--- config.mk ---
export PLATFORM = sky130hd
export DESIGN_NAME = aabb_queue
export DESIGN_NICKNAME = d
export VERILOG_FILES = /design/src/hw/rtl/aabb_pkg.sv /design/src/hw/rtl/aabb_queue.sv
export SDC_FILE = /design/constraint.sdc
export NUM_CORES = 1
export LEC_CHECK = 0
export BUFFER_PORTS_ARGS = -buffer_cell sky130_fd_sc_hd__buf_2
export CAP_MARGIN = 0
export CORE_UTILIZATION = 30
export CTS_CLUSTER_SIZE = 20
export DETAILED_ROUTE_END_ITERATION = 8
export MAX_ROUTING_LAYER = met4
export SLEW_MARGIN = 40
export SYNTH_ARGS = -nofsm -noshare
export SYNTH_HDL_FRONTEND = slang
export SYNTH_SLANG_ARGS = --single-unit
--- constraint.sdc ---
create_clock -name clk -period 11.6 [get_ports clk]
set_input_delay 2.32 -clock clk [delete_from_list [all_inputs] [get_ports clk]]
set_output_delay 2.32 -clock clk [all_outputs]
set_load 0.01 [all_outputs]
--- src/hw/rtl/aabb_pkg.sv ---
// ----------------------------------------------------------------------------
// aabb_pkg: shared types and constants
// Command codes, the queued job record and field widths for the box core.
// ----------------------------------------------------------------------------
`default_nettype none

package aabb_pkg;

    localparam int unsigned COORD_W = 32;
    localparam int unsigned COEF_W  = 16;
    localparam int unsigned REG_W   = 64;
    localparam int unsigned IDX_W   = 2;

    typedef enum logic [1:0] {
        CMD_INSERT    = 2'd0,
        CMD_TRANSFORM = 2'd1,
        CMD_CLEAR     = 2'd2,
        CMD_NONE      = 2'd3
    } cmd_t;

    localparam logic [IDX_W-1:0] REG_COL_X = 2'd0;
    localparam logic [IDX_W-1:0] REG_COL_Y = 2'd1;
    localparam logic [IDX_W-1:0] REG_COL_Z = 2'd2;

    // snapshot of the box handed from the front to the transform engine
    typedef struct packed {
        logic signed [COORD_W-1:0] min_x;
        logic signed [COORD_W-1:0] min_y;
        logic signed [COORD_W-1:0] min_z;
        logic signed [COORD_W-1:0] max_x;
        logic signed [COORD_W-1:0] max_y;
        logic signed [COORD_W-1:0] max_z;
        logic                      filled;
    } box_t;

    typedef struct packed {
        logic signed [COORD_W-1:0] min_x;
        logic signed [COORD_W-1:0] min_y;
        logic signed [COORD_W-1:0] min_z;
        logic signed [COORD_W-1:0] max_x;
        logic signed [COORD_W-1:0] max_y;
        logic signed [COORD_W-1:0] max_z;
        logic                      source_filled;
    } result_t;

endpackage

`default_nettype wire

--- src/hw/rtl/aabb_queue.sv ---
// ----------------------------------------------------------------------------
// aabb_queue: job queue
// Small register fifo of box snapshots between the front and the engine.
// ----------------------------------------------------------------------------
`default_nettype none

module aabb_queue #(
    parameter int unsigned DEPTH = 2
) (
    input  wire logic           clk,
    input  wire logic           rst_n,
    input  wire aabb_pkg::box_t push_data,
    input  wire logic           push,
    output logic                full,
    output aabb_pkg::box_t      pop_data,
    output logic                not_empty,
    input  wire logic           pop
);
    import aabb_pkg::*;

    localparam int unsigned PW = (DEPTH > 1) ? $clog2(DEPTH) : 1;

    box_t              mem_reg [DEPTH];
    logic [PW-1:0]     wp_reg;
    logic [PW-1:0]     rp_reg;
    logic [PW:0]       cnt_reg;

    assign full      = cnt_reg == (PW+1)'(DEPTH);
    assign not_empty = cnt_reg != '0;
    assign pop_data  = mem_reg[rp_reg];

    always_ff @(posedge clk)
    begin
        if (push)
            mem_reg[wp_reg] <= push_data;
    end

    always_ff @(posedge clk or negedge rst_n)
    begin
        if (!rst_n)
        begin
            wp_reg  <= '0;
            rp_reg  <= '0;
            cnt_reg <= '0;
        end
        else
        begin
            if (push)
                wp_reg <= (wp_reg == PW'(DEPTH - 1)) ? '0 : wp_reg + 1'b1;
            if (pop)
                rp_reg <= (rp_reg == PW'(DEPTH - 1)) ? '0 : rp_reg + 1'b1;
            cnt_reg <= cnt_reg + (PW+1)'(push) - (PW+1)'(pop);
        end
    end

    a_no_underflow: assert property (@(posedge clk) disable iff (!rst_n)
        pop |-> not_empty)
        else $error("pop from empty queue");
    a_count_range: assert property (@(posedge clk) disable iff (!rst_n)
        cnt_reg <= (PW+1)'(DEPTH))
        else $error("queue count overrun");
    a_count_step: assert property (@(posedge clk) disable iff (!rst_n)
        (push && !pop) |=> cnt_reg == $past(cnt_reg) + 1'b1)
        else $error("queue count missed a push");

endmodule

`default_nettype wire

==> results of run 1 <==
worst max path at each step:
| stage | start | to | slack, ns | cells after the start |
|---|---|---|---|---|
| finish | rp_reg | pop_data[110] | 5.68 | 5 |
| global route | rp_reg | pop_data[43] | 5.50 | 5 |
| CTS | rp_reg | pop_data[110] | 5.57 | 5 |
| detailed placement | rp_reg | pop_data[43] | 6.18 | 5 |
| global placement | rp_reg | pop_data[43] | 6.08 | 4 |
| floorplan | push | mem_reg[0][0] | 0.18 | 1 |
placed cells by master, fill, tap and decap left out, drive strengths merged:
master    synthesis  final
dfrtp             4      4
ha                2      2
diode             0      6
buf              22    402
nor2b             2      2
mux2            193    193
clkinv            0     18
xor3              1      1
clkinvlp          0      1
and2              1      1
edfxtp          386    386
xor2              2      2
or2               1      1
bufinv            0      1
clkbuf            0     56
inv               2      2
kinds of logic after synthesis:
kind of cell               count (synthesis)
xor gates and xnor gates                   3
adders and majority gates                  2
buffers and inverters                     24
DFF                                      390
muxes                                    193
and+or+nand+nor                            4
area by class of cell:
class | instances | area share [%]
Timing Repair Buffer | 402 | 11.0
Antenna cell | 6 | 0.0798
Tap cell | 664 | 4.42
Multi-Input combinational cell | 202 | 15.3
Clock inverter | 20 | 0.645
Sequential cell | 390 | 62.2
Inverter | 2 | 0.0399
Clock buffer | 56 | 6.37
where the power goes:
part / total, mW / switching (mW) / internal (mW) / leakage [nW]
registers: 1.96 / 0.0916 / 1.87 / 3.67
logic: 1.40 / 0.696 / 0.700 / 3.11
clock network: 1.27 / 0.522 / 0.745 / 0.652
total: 4.63 / 1.31 / 3.32 / 7.43
routing by layer:
metal / part of all wire [%] / up-vias / global-route usage (%)
li1: - / 3323 / -
met1: 39 / 3586 / 13.5
met2: 50 / 251 / 19.5
met3: 7.9 / 57 / 4.11
met4: 2.9 / 0 / 5.59
met5: 0 / - / -
stage by stage:
| stage | worst slack [ns] | util [%] | cell area, µm² |
|---|---|---|---|
| floorplan | 0.183 | - | 14800 |
| detailed placement | 6.18 | 35.8 | 17500 |
| global route | 5.50 | 38.6 | 18800 |
| global placement | 6.08 | 35.8 | 17400 |
| finish | 5.68 | 38.6 | 18800 |
| CTS | 5.57 | 38.5 | 18800 |
worst max-delay path, delay by kind of cell (launching register included):
family | cells | cell delay [ns]
buf+inv | 4 | 1.75
flops | 1 | 0.81
mux | 1 | 0.36
==> qor.yml, run 1 <==
drv_slew: 0
vias_per_cell: 4.14
async_flop_share_pct: 1.03
grt_antenna_before_repair: 6
yosys_warnings: 0
cts_setup_buffers: 0
multiInputGateArea_um2: 2880
r2r_slack_ns: 8.90
area_delta_synth_final_pct: 27.2
synthAdderAreaFrac_pct: 0.169
firstDrtPassIters: 4
ys_ff_latch: 390
grt_pass1_vias: 7423
drv_cap: 0
leakage_nw: 7.43
timing.rr.end: "mem_reg[1][104]"
grt_pass1_wl_mm: 44.2
hold_violations: 0
status: "complete, no violations"
avgSynthCellArea_um2: 24.0
period_minus_slack_ns: 5.92
rr_worst_depth: 3
worstSetupPathType: "flip-flop to output port"
end_kind: "output port"
die_w_um: 224
seq_area_frac_synth_pct: 79.0
synth_commonest_cells: "edfxtp_1, mux2_4, mux2_2, buf_6, dfrtp_1"
fin_setup_tns_ns: 0
power_density_nw_per_um2: 246
grt_use_total_pct: 12.1
overflow: 0
cts_buffers: 42
max-vdd-ir-drop_mv: 0.156
via_count: 7217
clock_path_buffers: 3
hold_depth: 1
skew_ns: 0.00724
period_share_pct: 51.1
start_kind: "flip-flop"
synth_top_family_by_area: "multiplexers"
insertion_delay_ns: 0.54
ys_types: 13
cp_common_cell: "buf_4"
wl_per_cell_um: 17.7
setup_violations: 0
yosysMostFrequentCell: "edfxtp_1"
grt_max_degree: 68
synth_top_flop_cell: "edfxtp_1"
regArea_um2: 11700
r2r_start: "wp_reg"
hp-start: "wp_reg"
hold_path.class: "flip-flop to flip-flop"
path_cells: "buf_12 -> buf_4 -> buf_4 -> mux2_4 -> buf_2"
die_y_um: 224
synthTopCellsByArea: "edfxtp_1, mux2_4, mux2_2"
num_rows: 81
cts_hold_buf: 0
dp_cells: 1660
synth_compound_area_share_pct: 0
drtIter0Drc: 340
syn_nets: 815
hold-path-endpoint: "wp_reg"
netlist_area_um2: 14800
fin_cells: 1742
gp_congestion: 0.784
synth_simple_gate_area_share_pct: 0.169
slowest_delay_ns: 0.81
largest_register_ffs: 386
synthMuxAreaShare_pct: 18.8
n_fill_cell: 4470
synth_largest_area_cell: "edfxtp_1"
cts_tree: "done"
core_area_um2: 48700
cts_sinks: 390
power_mw: 4.63
drcViolationCount: 0
initial_utilization_pct: 30.3
clk_pin_slew_ns: 0.06
fmaxAchievable_mhz: 169
numPortBuffers: 391
ant_nets: 0
path_max_fanout: 44
ctsResizeCount: 0
wl_mm: 30.8
synth_edf_count: 386
worstMarginPinSlew_ns: 0.793
die-area_um2: 50200
drive_above_1_share_pct: 61.5
htree_num_levels: 2
cts_root_buffer: "clkbuf_16"
crit_slowest_cell: "dfrtp_4"
syn-instance-count: 616
fin_nets: 1239
cp.arrival_ns: 3.60
synth_xor_area_share_pct: 0.279
holdWs_ns: 0.555
netlist.area_leader.share_pct: 78.4
dpl.hpwl_mm: 20.5
io_pins: 392
rsz0062_at_grt: "false"
cp.required_ns: 9.28
relSlewSlack_pct: 47.2
(Power assumes the default switching activity.)
==> inputs of run 2 (changes only) <==
- clock period: 11.6 -> 5.2 ns (I/O delays scaled with it)
==> run 2 against run 1 <==
Final area increased by 1.1%. Power grew 130%. Clock power increased by 130%. Global-route usage increased by 0.30 points. Critical endpoint is now pop_data[164].
==> qor.yml, run 2 (synthesized netlist as in run 1, its figures left out) <==
status: "complete, no violations"
cp.required_ns: 4.16  # -5.12 ns
insertion_delay_ns: 0.55  # about the same
seq_power_share_pct: 41.3  # -1.1 points
path_max_fanout: 45  # +2.3%
rsz0062_at_grt: "false"
initial_utilization_pct: 30.3  # unchanged
timing.rr.end: "mem_reg[1][49]"
n_fill_cell: 4448  # -0.49%
firstDrtPassIters: 4  # unchanged
drt-met1-wl_mm: 12.2  # +2.5%
clock_path_buffers: 3  # unchanged
worstSetupPathType: "flip-flop to output port"
cts_setup_buffers: 0  # unchanged
relSlewSlack_pct: 66.1  # +19 points
wl_per_cell_um: 17.8  # +1.0%
p_clk_share_pct: 28.0  # +0.6 points
startpoint: "rp_reg"
grt_antenna_before_repair: 2  # -4
io_pins: 392  # unchanged
p_comb_share_pct: 30.7  # +0.5 points
die_y_um: 224  # unchanged
ctsResizeCount: 0  # unchanged
fin_nets: 1249  # +0.81%
htree_num_levels: 2  # unchanged
gp_congestion: 0.737  # -6.0%
max-vdd-ir-drop_mv: 0.361  # +130%
grt_pass1_vias: 7645  # +3.0%
leakage_nw: 7.53  # +1.3%
place_area_um2: 17600  # +0.94%
final_cell_area_um2: 19000  # +1.1%
end_kind: "output port"
hold_violations: 0  # unchanged
overflow: 0  # unchanged
cts_root_buffer: "clkbuf_16"
clk_pin_slew_ns: 0.06  # about the same
fmaxAchievable_mhz: 283
area_delta_synth_final_pct: 28.6
drv_slew: 0  # unchanged
cts_buffers: 43  # +2.4%
start_kind: "flip-flop"
skew_ns: 0.0144  # +0.00719 ns
worstMarginPinSlew_ns: 0.507  # -0.286 ns
drv_cap: 0  # unchanged
grt_use_total_pct: 12.4  # +0.30 points
die_w_um: 224  # unchanged
cts_hold_buf: 0  # unchanged
power_density_nw_per_um2: 554  # +130%
numPortBuffers: 391  # unchanged
p_sw_share_pct: 28.0  # -0.35 points
largest_register_ffs: 386  # unchanged
wl_met2_mm: 16.2  # +4.6%
r2r_slack_ns: 3.31  # -5.59 ns
via_count: 7285  # +0.94%
cp.arrival_ns: 2.49  # -1.11 ns
ant_nets: 0  # unchanged
rr_worst_depth: 3  # unchanged
wl_mm: 31.2  # +1.4%
drtIter0Drc: 350  # +2.9%
drive_above_1_share_pct: 61.4  # -0.11 points
dpl.hpwl_mm: 21.1  # +2.8%
vias_per_cell: 4.17  # +0.60%
period_minus_slack_ns: 3.53
internal_power_mw: 7.60  # +130%
final_common_cell: "buf_2"
grt_max_degree: 49  # -28%
hold_path.class: "primary input to async pin"
setup_violations: 0  # unchanged
die-area_um2: 50200  # unchanged
holdWs_ns: 0.284  # -0.271 ns
core_area_um2: 48700  # unchanged
endpoint: "pop_data[164]"
r2r_start: "wp_reg"
final_cell_mix: "buf_2, edfxtp_1, mux2_4"
top_layer_used: "met4"
num_rows: 81  # unchanged
cts_tree: "done"
cts_sinks: 390  # unchanged
fin_setup_tns_ns: 0  # unchanged
drcViolationCount: 0  # unchanged
power.switching_mw: 2.95  # +130%
grt_pass1_wl_mm: 45.1  # +2.0%
met3WireLength_mm: 2.02  # -17%
period_share_pct: 67.9
==> run 2: worst min path at each step <==
stage,startpoint,end,slack (ns),cells past startpoint
3_5_place_dp,wp_reg,wp_reg,0.54,1
3_3_place_gp,wp_reg,wp_reg,0.53,1
4_1_cts,rst_n,cnt_reg[0],0.23,1
2_1_floorplan,wp_reg,wp_reg,0.51,1
5_1_grt,rst_n,cnt_reg[0],0.26,1
6_report,rst_n,cnt_reg[0],0.28,1
==> run 2: final cells by class <==
cell class              instances  area, µm²  share of cell area, %
inverters                       2       7.51                 0.0395
flip-flops and latches        390      11700                   61.5
clock buffers                  57       1190                   6.26
repair buffers                411       2230                   11.7
clock inverters                20        189                  0.993
well taps                     664        831                   4.37
diodes                          2       5.00                 0.0263
multi-input cells             202       2880                   15.1
==> run 2: routing by layer <==
| layer | track usage (%) | vias to the layer above |
|---|---|---|
| li1 | - | 3339 |
| met1 | 13.8 | 3660 |
| met2 | 21.1 | 238 |
| met3 | 3.83 | 48 |
| met4 | 4.04 | 0 |
| met5 | - | - |
==> run 2: per-stage QoR <==
step	power (mW)	setup WS [ns]	cells	utilization, %
floorplan	6.63	0.835	616	-
global placement	7.68	2.04	1666	36.0
detailed placement	7.74	2.16	1669	36.2
CTS	10.7	1.53	1746	39.0
global route	11.0	1.51	1747	39.0
finish	10.5	1.67	1748	39.0
==> run 2: worst max-delay path, cell delays in order, from the launching register on <==
cell and delay, ns:
dfrtp_4 0.71, buf_12 0.30, buf_12 0.31, mux2_4 0.36, buf_2 0.14
==> run 2: power groups by stage <==
stage	logic, mW	clock network [mW]	registers (mW)
finish	3.24	2.95	4.35
global route	3.47	3.17	4.41
CTS	3.31	3.07	4.37
detailed placement	3.30	0	4.43
global placement	3.21	0	4.47
floorplan	2.24	0	4.39
