==> src/hw/rtl/aabb_pkg.sv <==
// ----------------------------------------------------------------------------
// aabb_pkg: shared types and constants
// Command codes, the queued job record and field widths for the box core.
// ----------------------------------------------------------------------------
`default_nettype none

package aabb_pkg;

    localparam int unsigned COORD_W = 32;
    localparam int unsigned COEF_W  = 16;
    localparam int unsigned REG_W   = 64;
    localparam int unsigned IDX_W   = 2;

    typedef enum logic [1:0] {
        CMD_INSERT    = 2'd0,
        CMD_TRANSFORM = 2'd1,
        CMD_CLEAR     = 2'd2,
        CMD_NONE      = 2'd3
    } cmd_t;

    localparam logic [IDX_W-1:0] REG_COL_X = 2'd0;
    localparam logic [IDX_W-1:0] REG_COL_Y = 2'd1;
    localparam logic [IDX_W-1:0] REG_COL_Z = 2'd2;

    // snapshot of the box handed from the front to the transform engine
    typedef struct packed {
        logic signed [COORD_W-1:0] min_x;
        logic signed [COORD_W-1:0] min_y;
        logic signed [COORD_W-1:0] min_z;
        logic signed [COORD_W-1:0] max_x;
        logic signed [COORD_W-1:0] max_y;
        logic signed [COORD_W-1:0] max_z;
        logic                      filled;
    } box_t;

    typedef struct packed {
        logic signed [COORD_W-1:0] min_x;
        logic signed [COORD_W-1:0] min_y;
        logic signed [COORD_W-1:0] min_z;
        logic signed [COORD_W-1:0] max_x;
        logic signed [COORD_W-1:0] max_y;
        logic signed [COORD_W-1:0] max_z;
        logic                      source_filled;
    } result_t;

endpackage

`default_nettype wire

==> src/hw/rtl/aabb_if.sv <==
// ----------------------------------------------------------------------------
// aabb channel interfaces
// Valid/ready channels for command beats and result beats.
// ----------------------------------------------------------------------------
`default_nettype none

interface aabb_cmd_if;
    logic        valid;
    logic        ready;
    logic [1:0]  command;
    logic [31:0] point_x;
    logic [31:0] point_y;
    logic [31:0] point_z;

    modport source (output valid, command, point_x, point_y, point_z, input ready);
    modport sink   (input valid, command, point_x, point_y, point_z, output ready);
endinterface


`default_nettype wire

==> src/hw/rtl/aabb_front.sv <==
// ----------------------------------------------------------------------------
// aabb_front: box accumulator
// Takes command beats, updates the box for insert and clear at one per cycle,
// and pushes a box snapshot into the job queue for each transform.
// ----------------------------------------------------------------------------
`default_nettype none

module aabb_front (
    input  wire logic           clk,
    input  wire logic           rst_n,
    aabb_cmd_if.sink            cmd,
    output aabb_pkg::box_t      job,
    output logic                job_push,
    input  wire logic           job_full
);
    import aabb_pkg::*;

    box_t box_reg;
    box_t box_next;
    logic signed [COORD_W-1:0] px;
    logic signed [COORD_W-1:0] py;
    logic signed [COORD_W-1:0] pz;
    logic take;

    assign px = cmd.point_x;
    assign py = cmd.point_y;
    assign pz = cmd.point_z;

    // only a transform needs queue space
    assign cmd.ready = !(job_full && cmd_t'(cmd.command) == CMD_TRANSFORM);
    assign take      = cmd.valid && cmd.ready;
    assign job       = box_reg;
    assign job_push  = take && cmd_t'(cmd.command) == CMD_TRANSFORM;

    always_comb
    begin
        box_next = box_reg;
        if (take)
        begin
            unique case (cmd_t'(cmd.command))
                CMD_INSERT:
                begin
                    if (!box_reg.filled)
                    begin
                        box_next.min_x  = px;
                        box_next.max_x  = px;
                        box_next.min_y  = py;
                        box_next.max_y  = py;
                        box_next.min_z  = pz;
                        box_next.max_z  = pz;
                        box_next.filled = 1'b1;
                    end
                    else
                    begin
                        if (px < box_reg.min_x) box_next.min_x = px;
                        if (px > box_reg.max_x) box_next.max_x = px;
                        if (py < box_reg.min_y) box_next.min_y = py;
                        if (py > box_reg.max_y) box_next.max_y = py;
                        if (pz < box_reg.min_z) box_next.min_z = pz;
                        if (pz > box_reg.max_z) box_next.max_z = pz;
                    end
                end
                CMD_CLEAR:     box_next = '0;
                CMD_TRANSFORM: box_next = box_reg;
                default:       box_next = box_reg;
            endcase
        end
    end

    always_ff @(posedge clk or negedge rst_n)
    begin
        if (!rst_n)
            box_reg <= '0;
        else
            box_reg <= box_next;
    end

    a_box_order: assert property (@(posedge clk) disable iff (!rst_n)
        box_reg.filled |-> (box_reg.min_x <= box_reg.max_x
            && box_reg.min_y <= box_reg.max_y && box_reg.min_z <= box_reg.max_z))
        else $error("box corners out of order");
    a_empty_zero: assert property (@(posedge clk) disable iff (!rst_n)
        !box_reg.filled |-> box_reg == '0)
        else $error("empty box not zero");
    a_push_ok: assert property (@(posedge clk) disable iff (!rst_n)
        job_push |-> !job_full)
        else $error("push into full queue");

endmodule

`default_nettype wire

==> src/flat_wrapper.sv <==
// flat-port wrapper written by rule: the top's interface ports become plain ports
module aabb_front_flat import aabb_pkg::*;
  (clk, rst_n, job, job_push, job_full, cmd_valid, cmd_command, cmd_point_x, cmd_point_y, cmd_point_z, cmd_ready);
  aabb_cmd_if cmd_i ();
  input  wire logic clk;
  input  wire logic rst_n;
  output aabb_pkg::box_t job;
  output logic job_push;
  input  wire logic job_full;
  input wire logic [$bits(cmd_i.valid)-1:0] cmd_valid;
  input wire logic [$bits(cmd_i.command)-1:0] cmd_command;
  input wire logic [$bits(cmd_i.point_x)-1:0] cmd_point_x;
  input wire logic [$bits(cmd_i.point_y)-1:0] cmd_point_y;
  input wire logic [$bits(cmd_i.point_z)-1:0] cmd_point_z;
  output wire logic [$bits(cmd_i.ready)-1:0] cmd_ready;
  assign cmd_i.valid = cmd_valid;
  assign cmd_i.command = cmd_command;
  assign cmd_i.point_x = cmd_point_x;
  assign cmd_i.point_y = cmd_point_y;
  assign cmd_i.point_z = cmd_point_z;
  assign cmd_ready = cmd_i.ready;
  aabb_front u_core (.clk(clk), .rst_n(rst_n), .cmd(cmd_i), .job(job), .job_push(job_push), .job_full(job_full));
endmodule
==> config.mk <==
export PLATFORM = sky130hd
export DESIGN_NAME = aabb_front_flat
export DESIGN_NICKNAME = d
export VERILOG_FILES = /design/src/hw/rtl/aabb_pkg.sv /design/src/hw/rtl/aabb_if.sv /design/src/hw/rtl/aabb_front.sv /design/src/flat_wrapper.sv
export SDC_FILE = /design/constraint.sdc
export NUM_CORES = 1
export LEC_CHECK = 0
export BUFFER_PORTS_ARGS = -buffer_cell sky130_fd_sc_hd__buf_2
export CAP_MARGIN = 25
export CORE_MARGIN = 1
export CORE_UTILIZATION = 50
export CTS_BUF_LIST = sky130_fd_sc_hd__clkbuf_2
export CTS_CLUSTER_DIAMETER = 60
export DETAILED_ROUTE_END_ITERATION = 8
export GPL_TIMING_DRIVEN = 0
export PLACE_DENSITY = 0.78
export RECOVER_POWER = 100
export SLEW_MARGIN = 20
export SYNTH_ARGS = -nofsm -noshare
export SYNTH_HDL_FRONTEND = slang
export SYNTH_SLANG_ARGS = --single-unit
==> constraint.sdc <==
create_clock -name clk -period 2.5 [get_ports clk]
set_input_delay 0.5 -clock clk [delete_from_list [all_inputs] [get_ports clk]]
set_output_delay 0.5 -clock clk [all_outputs]
set_load 0.01 [all_outputs]
==> run metrics, run 1 <==
CTS tree=yes; Final Hold Viols=0; Static Leakage=8.518 nW; share of the clock period used by the worst path after layout=113.2%; path type of the worst min-delay path=in -> reg; Placed Area=15140 um2; Initial DRT Pass Iterations=5; die area=26510 um2; # Max-Cap Violations=1; Avg Vias per Cell=5.560; cells taking the most area after synthesis=sky130_fd_sc_hd__dfrtp_1 37%, sky130_fd_sc_hd__ha_1 18%, sky130_fd_sc_hd__mux2_2 11%; share of the core filled with cells=69.46%; Synth area leader=sky130_fd_sc_hd__dfrtp_1; starting density of the core=51.21%; Clk Latency, worst-skew pair=0.80 ns; instance count after placement with tap cells included=1836; Seq/Total Area, Yosys=37.35%; antenna violations before repair=6; clock-pin slew reported for the worst setup and hold paths after clock tree synthesis=0.30 ns; pin count of the biggest net entering global routing=90; height of the die=162.8 um; count of unique library cells instantiated by Yosys=55; type of the setup path with the least slack=reg -> reg; nature of the critical path endpoint=flip-flop; WL final=40470 um; average wire length per cell after detail routing=20.16 um; Pwr Density=1169 nW/um2; Post-Synthesis Cell Area=12930 um2; largest vdd supply drop=0.6325 mV; number of nets in the layout=1949; CP max stage delay=0.44 ns; data required time at the worst endpoint=3.18 ns; count of buffers inserted at the top-level ports=296; deepest clock path buffer count=2; vias in the first global route=11377; critical path startpoint category=flip-flop; htree depth=4; Placeable Area=25250 um2; Tightest Pin Transition=1.665 ns; max-slew headroom at the worst pin=-10.98%; Congestion Overflow GR=0; Syn Nets=1499; die boundary width=162.8 um; Critical-path top delay cell=sky130_fd_sc_hd__dfrtp_1; YS warnings=0; number of endpoints failing setup at the final stage=190; count of buffer and inverter cells on the critical path=4; unrepaired setup endpoints after global routing=true; Layout Cell Area excl Fill=17540 um2; number of sinks driven by the clock tree=193; Worst path top cell family by delay=simple AND/OR/NAND/NOR gates; fin cells=2007; Root Buffer=sky130_fd_sc_hd__clkbuf_2; list of cells traversed by the critical path=inv_1 -> ha_4 -> nand4_1 -> nor4_2 -> nand2_1 -> o211ai_1 -> o311ai_4 -> buf_6 -> buf_6 -> buf_8 -> mux2_4; final estimated routing congestion in global placement=0.8675; max FFs per register=193; #FFs+latches synth=193; FP Rows=58; crit path time final=2.831 ns; worst-path maximum fanout=5; CTS buffer count=17; commonest cells in the synthesized netlist=195 x sky130_fd_sc_hd__inv_1, 193 x sky130_fd_sc_hd__dfrtp_1, 189 x sky130_fd_sc_hd__ha_1; Pins Over Slew Limit=32; number of fill cells in the layout=1871; cell repeated most along the worst path=sky130_fd_sc_hd__buf_6; synthesized netlist cell count=1208; HPWL after detailed placement=26440 um; number of flops mapped to enable cells by yosys=0; Worst Slack Setup Final=-0.3311 ns; via count=11158; share of layout cells above drive strength 1=36.92%; average footprint of a synthesized cell=10.71 um2; number of nets with antenna violations after routing=0; largest clock skew in the final design=0.04969 ns; total routing usage reported by global routing=29.17%; area share of the leading cell type in the synthesized netlist=37.35%; number of top-level pins=297; most instantiated library cell after synthesis=sky130_fd_sc_hd__inv_1; critical path data arrival time=3.51 ns; first-pass GRT wire length=60110 um; Main synth FF type=sky130_fd_sc_hd__dfrtp_1; violated checks=max-capacitance violations, max-slew violations, negative setup slack; f_max=353.2 MHz; total DRC errors in the routed layout=0; run status=finished with violations; fraction of registers with async set or reset after synthesis=100.0%; DRC violation total after the first TritonRoute iteration=632; Layout Area Growth over Synthesis=35.64%
-- worst paths after layout --
path | startpoint | to | slack, ns | cells after the start
min reg2reg | u_core.job[0] | u_core.job[0] | 0.55 | 2
max reg2reg | u_core.job[86] | u_core.job[94] | -0.33 | 11
min | cmd_point_x[11] | u_core.job[76] | 0.08 | 3
max | u_core.job[86] | u_core.job[94] | -0.33 | 11
max in group asynchronous | rst_n | u_core.job[33] | 0.28 | 3
min in group asynchronous | rst_n | u_core.job[188] | 0.60 | 2
-- through the flow --
step / setup WS [ns] / hold slack (ns) / TNS (ns) / power [mW]
6_report: -0.3311 / 0.07944 / -32.99 / 20.50
5_1_grt: -0.4204 / 0.01587 / -53.25 / 21.91
4_1_cts: -0.2652 / 0.0003851 / -24.65 / 19.57
3_5_place_dp: -0.6677 / 0.3764 / -100.83 / 15.69
3_3_place_gp: -2.292 / 0.4817 / -535.67 / 15.28
2_1_floorplan: -0.02869 / 0.2044 / -0.4919 / 12.11
-- tightest hold or removal path: cells and delay by family --
kind	cells	cell delay, ns
buffers and inverters	1	0.11
and+or+nand+nor	1	0.13
muxes	1	0.14
-- power by group --
group / switching [mW] / internal, mW / total, mW
Sequential: 1.26 / 4.64 / 5.91
Combinational: 6.43 / 6.59 / 13.0
Clock: 1.20 / 0.374 / 1.57
-- layer usage --
layer	track usage, %	part of all wire [%]
met3	6.366	5.8
met5	0	0
met1	35.43	40
met4	14.61	4.5
met2	48.67	49
-- cell families (layout without fill, tap and decap cells) --
| kind of cell | Yosys count | after routing | share of synthesized area (%) |
|---|---|---|---|
| flip-flops | 193 | 193 | 37.35 |
| AO/OA/AOI/OAI | 155 | 155 | 7.895 |
| other | 0 | 6 | 0 |
| buffers and inverters | 223 | 686 | 7.343 |
| AND/OR/NAND/NOR | 256 | 256 | 11.54 |
| adder cells (fa/ha/maj) | 189 | 189 | 18.29 |
| multiplexers | 192 | 192 | 17.59 |
-- layout make-up --
class	count	area (um2)	share of cell area (%)
antenna	6	15.01	0.08559
buffer	28	317.8	1.812
clock buffer	20	100.1	0.5706
clock inverter	12	108.9	0.6205
inverter	195	732.0	4.173
multi-input combinational	792	8532	48.64
sequential	193	4830	27.53
tap	330	412.9	2.354
timing repair buffer	431	2494	14.22
-- placed cells by master, fill, tap and decap left out, types with 47 or more instances in the layout --
master and count:
sky130_fd_sc_hd__a21oi_1 66, sky130_fd_sc_hd__and2_1 74, sky130_fd_sc_hd__buf_2 114, sky130_fd_sc_hd__buf_4 81
sky130_fd_sc_hd__clkbuf_1 200, sky130_fd_sc_hd__dfrtp_1 193, sky130_fd_sc_hd__ha_1 142, sky130_fd_sc_hd__ha_4 47
sky130_fd_sc_hd__inv_1 180, sky130_fd_sc_hd__mux2_2 48, sky130_fd_sc_hd__mux2_4 140
-- what timing repair did --
action | CTS | global route
setup endpoints to repair | 192 | 192
setup buffers | 79 | 32
cloned | 15 | 2
gates resized for setup | 214 | 78
pin swaps | 43 | 55
hold endpoints to repair | 199 | 0
hold buffers | 7 | 0
Power figures use the tool's default switching activity.
==> run 2, diff against run 1 <==
Settings changed: SKIP_CTS_REPAIR_TIMING set to 1.
==> run 2 against run 1 <==
The run still ends with max-capacitance violations, max-slew violations, negative setup slack left. Clock power about the same. Clock-buffer cell count unchanged. Die area unchanged. Non-clock buffer count down 85. Sequential power about the same. Fmax down 2.0%. Sequential share of layout area up 2.1 points. First-iteration DRC count down 2.1%. Final area down 7.2%. Critical path type unchanged. Flip-flop and latch count unchanged. Core utilization down 5.0 points.
==> run metrics, run 2 (synthesized netlist as in run 1, its figures left out) <==
run status=finished with violations; violated checks=max-capacitance violations, max-slew violations, negative setup slack; average wire length per cell after detail routing=18.58 um; FP Rows=58; number of sinks driven by the clock tree=193; htree depth=4; number of nets with antenna violations after routing=0; WL final=35710 um; path type of the worst min-delay path=in -> reg; worst-path maximum fanout=5; first-pass GRT wire length=52580 um; number of fill cells in the layout=2006; Avg Vias per Cell=5.417; internal reg-to-reg setup slack=-0.39 ns; number of endpoints failing setup at the final stage=188; Tightest Pin Transition=1.667 ns; cells on worst reg2reg path=11; CTS buffer count=17; list of cells traversed by the critical path=inv_1 -> ha_1 -> nand4_1 -> nor4_4 -> nand2_2 -> a31oi_4 -> nor4_4 -> a311oi_4 -> buf_6 -> clkbuf_16 -> mux2_4; f_max=346.1 MHz; Congestion Overflow GR=0; Worst Slack Setup Final=-0.3892 ns; total routing usage reported by global routing=25.43%; die area=26510 um2; Static Leakage=8.215 nW; deepest clock path buffer count=2; share of the clock period used by the worst path after layout=115.6%; startpoint of the lowest-slack hold path=cmd_point_x[13]; number of nets in the layout=1864; largest vdd supply drop=0.5613 mV; pin count of the biggest net entering global routing=90; Layout Cell Area excl Fill=16280 um2; crit path time final=2.889 ns; share of layout cells above drive strength 1=38.65%; CTS tree=yes; total design power=18.50 mW; Pwr Density=1136 nW/um2; largest clock skew in the final design=0.06095 ns; count of buffers inserted at the top-level ports=296; Final Hold Viols=0; HPWL after detailed placement=26440 um; DRC violation total after the first TritonRoute iteration=619; most common cell after layout, fill and taps aside=sky130_fd_sc_hd__buf_2; Critical-path top delay cell=sky130_fd_sc_hd__dfrtp_1; max FFs per register=193; via count=10412; total DRC errors in the routed layout=0; Hold Path Depth=3; Pins Over Slew Limit=32; starting density of the core=51.21%; Placed Area=15140 um2; number of top-level pins=297; commonest cells after routing, fill and taps aside=247 x sky130_fd_sc_hd__buf_2, 193 x sky130_fd_sc_hd__dfrtp_1, 191 x sky130_fd_sc_hd__inv_1; vias in the first global route=10164; Root Buffer=sky130_fd_sc_hd__clkbuf_2; height of the die=162.8 um; type of the setup path with the least slack=reg -> reg; unrepaired setup endpoints after global routing=true; nature of the critical path endpoint=flip-flop; CP max stage delay=0.44 ns; max-slew headroom at the worst pin=-11.12%; antenna violations before repair=6; Clk Latency, worst-skew pair=0.78 ns; fin cells=1922; cell repeated most along the worst path=sky130_fd_sc_hd__nor4_4; instance count after placement with tap cells included=1836; Placeable Area=25250 um2; clock-pin slew reported for the worst setup and hold paths after clock tree synthesis=0.32 ns; die boundary width=162.8 um; # Max-Cap Violations=1; worst min-delay path endpoint=u_core.job[174]; Reg-to-Reg End=u_core.job[190]; data required time at the worst endpoint=3.17 ns; Initial DRT Pass Iterations=5; Layout Area Growth over Synthesis=25.86%; critical path data arrival time=3.56 ns; launch point of the worst reg-to-reg path=u_core.job[186]; critical path startpoint category=flip-flop; final estimated routing congestion in global placement=0.8675
run 2: critical path, delay by kind of cell (launching register included):
family	cells	cell delay, ns
compound gates	2	0.55
fa+ha+maj	1	0.29
buf+inv	3	0.42
flops	1	0.44
mux	1	0.30
simple gates	4	0.79
run 2: routing by layer:
layer | GRT usage, % | up-vias | share of wire [%]
li1 | - | 4938 | -
met1 | 32.08 | 5093 | 42
met2 | 42.38 | 312 | 49
met3 | 5.831 | 69 | 5.6
met4 | 9.303 | 0 | 3.1
met5 | 0 | - | 0
run 2: power by group:
| group | switching (mW) | total (mW) | internal (mW) |
|---|---|---|---|
| Clock | 1.17 | 1.54 | 0.373 |
| Sequential | 1.26 | 5.91 | 4.64 |
| Combinational | 5.57 | 11.0 | 5.48 |
run 2: layout make-up:
class	instances	area (um2)	area share, %
Antenna cell	6	15.01	0.09224
Buffer	28	270.3	1.660
Clock buffer	20	100.1	0.6150
Clock inverter	12	108.9	0.6688
Inverter	195	732.0	4.497
Multi-Input combinational cell	792	7889	48.47
Sequential cell	193	4830	29.67
Tap cell	330	412.9	2.537
Timing Repair Buffer	346	1919	11.79
run 2: worst max-delay path by stage:
stage                           end  slack, ns             from  cells after the start
floorplan            u_core.job[39]      -0.03  cmd_point_y[24]                      9
global placement     u_core.job[45]      -2.29            rst_n                      1
detailed placement  u_core.job[185]      -0.67  cmd_point_x[27]                     10
CTS                 u_core.job[192]      -0.51  u_core.job[176]                     10
global route        u_core.job[192]      -0.52  u_core.job[185]                     11
finish              u_core.job[190]      -0.39  u_core.job[186]                     11
run 2: metrics by stage:
stage | hold slack [ns] | utilization [%] | TNS (ns) | worst slack (ns)
6_report | 0.08792 | 64.45 | -45.97 | -0.3892
5_1_grt | 0.002471 | 64.43 | -69.31 | -0.5158
4_1_cts | -0.5773 | 60.78 | -66.08 | -0.5104
3_5_place_dp | 0.3764 | 59.95 | -100.83 | -0.6677
3_3_place_gp | 0.4817 | 59.69 | -535.67 | -2.292
2_1_floorplan | 0.2044 | - | -0.4919 | -0.02869
==> run 3, diff against run 2 <==
Settings changed: CORE_UTILIZATION 50 to 45, PLACE_DENSITY 0.78 to 0.71.
==> run 3 against run 2 <==
The run still ends with max-capacitance violations, max-slew violations, negative setup slack left. Worst hold slack got worse by 0.011 ns. Worst setup slack improved by 0.024 ns. First-iteration DRC count decreased by 27%. Power increased by 2.4%. Fmax increased by 0.85%. Largest power group unchanged. Highest routed layer is now met5.
==> run metrics, run 3 (synthesized netlist as in run 1, its figures left out) <==
run status=finished with violations; violated checks=max-capacitance violations, max-slew violations, negative setup slack; switch share=43.29%; via count=10495; Congestion Overflow GR=0; # Max-Cap Violations=1; most common cell after layout, fill and taps aside=sky130_fd_sc_hd__clkbuf_1; FP Rows=61; path type of the worst min-delay path=in -> reg; number of fill cells in the layout=2420; internal reg-to-reg setup slack=-0.36 ns; cells on worst reg2reg path=11; Tightest Pin Transition=2.462 ns; count of buffers inserted at the top-level ports=296; total DRC errors in the routed layout=0; critical path startpoint category=flip-flop; WL final=36320 um; Reg-to-Reg End=u_core.job[169]; total design power=18.94 mW; max-slew headroom at the worst pin=-64.13%; die boundary width=171.5 um; starting density of the core=46.17%; Initial DRT Pass Iterations=5; die area=29420 um2; htree depth=4; total routing usage reported by global routing=22.77%; Static Leakage=8.109 nW; Comb power frac=60.6%; share of layout cells above drive strength 1=32.50%; Worst Slack Setup Final=-0.3647 ns; Final Hold Viols=0; max FFs per register=193; Layout Area Growth over Synthesis=30.88%; critical path data arrival time=3.56 ns; sequential share of power=31.3%; cell-internal power=10.74 mW; list of cells traversed by the critical path=inv_1 -> ha_4 -> nand4_1 -> nor4_4 -> nand2_2 -> a31oi_4 -> nor4_4 -> a311oi_4 -> buf_6 -> clkbuf_16 -> mux2_1; largest vdd supply drop=0.5417 mV; number of endpoints failing setup at the final stage=192; commonest cells after routing, fill and taps aside=199 x sky130_fd_sc_hd__clkbuf_1, 193 x sky130_fd_sc_hd__dfrtp_1, 185 x sky130_fd_sc_hd__inv_1; Hold Path Depth=3; share of the clock period used by the worst path after layout=114.6%; launch point of the worst reg-to-reg path=u_core.job[191]; CTS tree=yes; cell repeated most along the worst path=sky130_fd_sc_hd__nor4_4; number of nets with antenna violations after routing=0; number of nets in the layout=1919; power share of the clock group=8.1%; clock-pin slew reported for the worst setup and hold paths after clock tree synthesis=0.29 ns; Psw=8.198 mW; worst min-delay path endpoint=u_core.job[176]; HPWL after detailed placement=26520 um; Pwr Density=1119 nW/um2; worst-case setup slack after placement=-0.7062 ns; crit path time final=2.865 ns; final estimated routing congestion in global placement=0.8814; worst-path maximum fanout=8; data required time at the worst endpoint=3.20 ns; nature of the critical path endpoint=flip-flop; startpoint of the lowest-slack hold path=cmd_point_x[15]; number of top-level pins=297; CP max stage delay=0.44 ns; Placeable Area=28010 um2; unrepaired setup endpoints after global routing=true; largest clock skew in the final design=0.06975 ns; Avg Vias per Cell=5.190; vias in the first global route=9990; Clk Latency, worst-skew pair=0.81 ns; first-pass GRT wire length=51870 um; Critical-path top delay cell=sky130_fd_sc_hd__dfrtp_1; CTS buffer count=17; Root Buffer=sky130_fd_sc_hd__clkbuf_2; deepest clock path buffer count=2; average wire length per cell after detail routing=17.96 um; Pins Over Slew Limit=39; DRC violation total after the first TritonRoute iteration=450; height of the die=171.5 um; f_max=349.1 MHz; type of the setup path with the least slack=reg -> reg; number of sinks driven by the clock tree=193; antenna violations before repair=4; pin count of the biggest net entering global routing=78
## run 3: cell count changes in the layout (fill, tap and decap cells not counted), moves of 6 or more
cell and delta:
sky130_fd_sc_hd__buf_12 +6, sky130_fd_sc_hd__buf_2 -139, sky130_fd_sc_hd__buf_4 +27, sky130_fd_sc_hd__buf_6 -10, sky130_fd_sc_hd__buf_8 +7, sky130_fd_sc_hd__clkbuf_1 +140
sky130_fd_sc_hd__dlygate4sd3_1 +14, sky130_fd_sc_hd__ha_1 -9, sky130_fd_sc_hd__ha_4 +7, sky130_fd_sc_hd__inv_1 -6, sky130_fd_sc_hd__inv_2 +6
## run 3: worst max-delay path: cells and delay by family, from the launching register on
kind                       cells  cell delay, ns
buffers and inverters          3            0.50
AOI/OAI and AO/OA              2            0.51
and+or+nand+nor                4            0.73
muxes                          1            0.32
adders and majority gates      1            0.28
DFF                            1            0.44
## run 3: how the worst max path moves through the flow
stage	from	endpoint	cells past startpoint
after floorplan	cmd_point_y[24]	u_core.job[39]	9
after detailed placement	cmd_point_y[31]	u_core.job[60]	10
after global placement	rst_n	u_core.job[140]	1
after global routing	u_core.job[192]	u_core.job[188]	11
final	u_core.job[191]	u_core.job[169]	11
after CTS	u_core.job[63]	u_core.job[42]	10
## run 3: cell type report
type	instances	area, um2	area share, %
clock buffer	17	85.08	0.5027
tap	378	473.0	2.794
antenna	4	10.01	0.05914
buffer	28	325.3	1.922
inverter	195	732.0	4.324
sequential	193	4830	28.53
clock inverter	14	128.9	0.7614
multi-input combinational	792	8008	47.31
timing repair buffer	401	2335	13.79
## run 3: routing by layer
metal	global-route usage, %	vias to the layer above	wire length (um)
met5	0	-	23
met4	6.328	4	781
met3	4.970	54	1735
met2	38.13	248	17830
met1	29.45	5143	15950
li1	-	5046	-
## run 3: power groups by stage
| stage | Sequential [mW] | Clock [mW] | Combinational, mW |
|---|---|---|---|
| after CTS | 5.90 | 1.59 | 9.72 |
| after global placement | 5.91 | 0 | 9.42 |
| after floorplan | 6.47 | 0 | 5.64 |
| after detailed placement | 5.97 | 0 | 9.69 |
| final | 5.92 | 1.54 | 11.5 |
| after global routing | 6.12 | 1.71 | 12.6 |
## run 3: metrics by stage
| step | utilization (%) | std cells | cell area, um2 | hold WS (ns) | TNS (ns) |
|---|---|---|---|---|---|
| final | 60.43 | 2022 | 16930 | 0.07649 | -38.56 |
| after global routing | 60.40 | 2019 | 16920 | -0.0007049 | -66.77 |
| after CTS | 55.03 | 1915 | 15410 | -0.5871 | -81.37 |
| after detailed placement | 54.26 | 1884 | 15200 | 0.4140 | -112.66 |
| after global placement | 54.03 | 1882 | 15130 | 0.4823 | -561.25 |
| after floorplan | - | 1208 | 13180 | 0.2044 | -0.4919 |
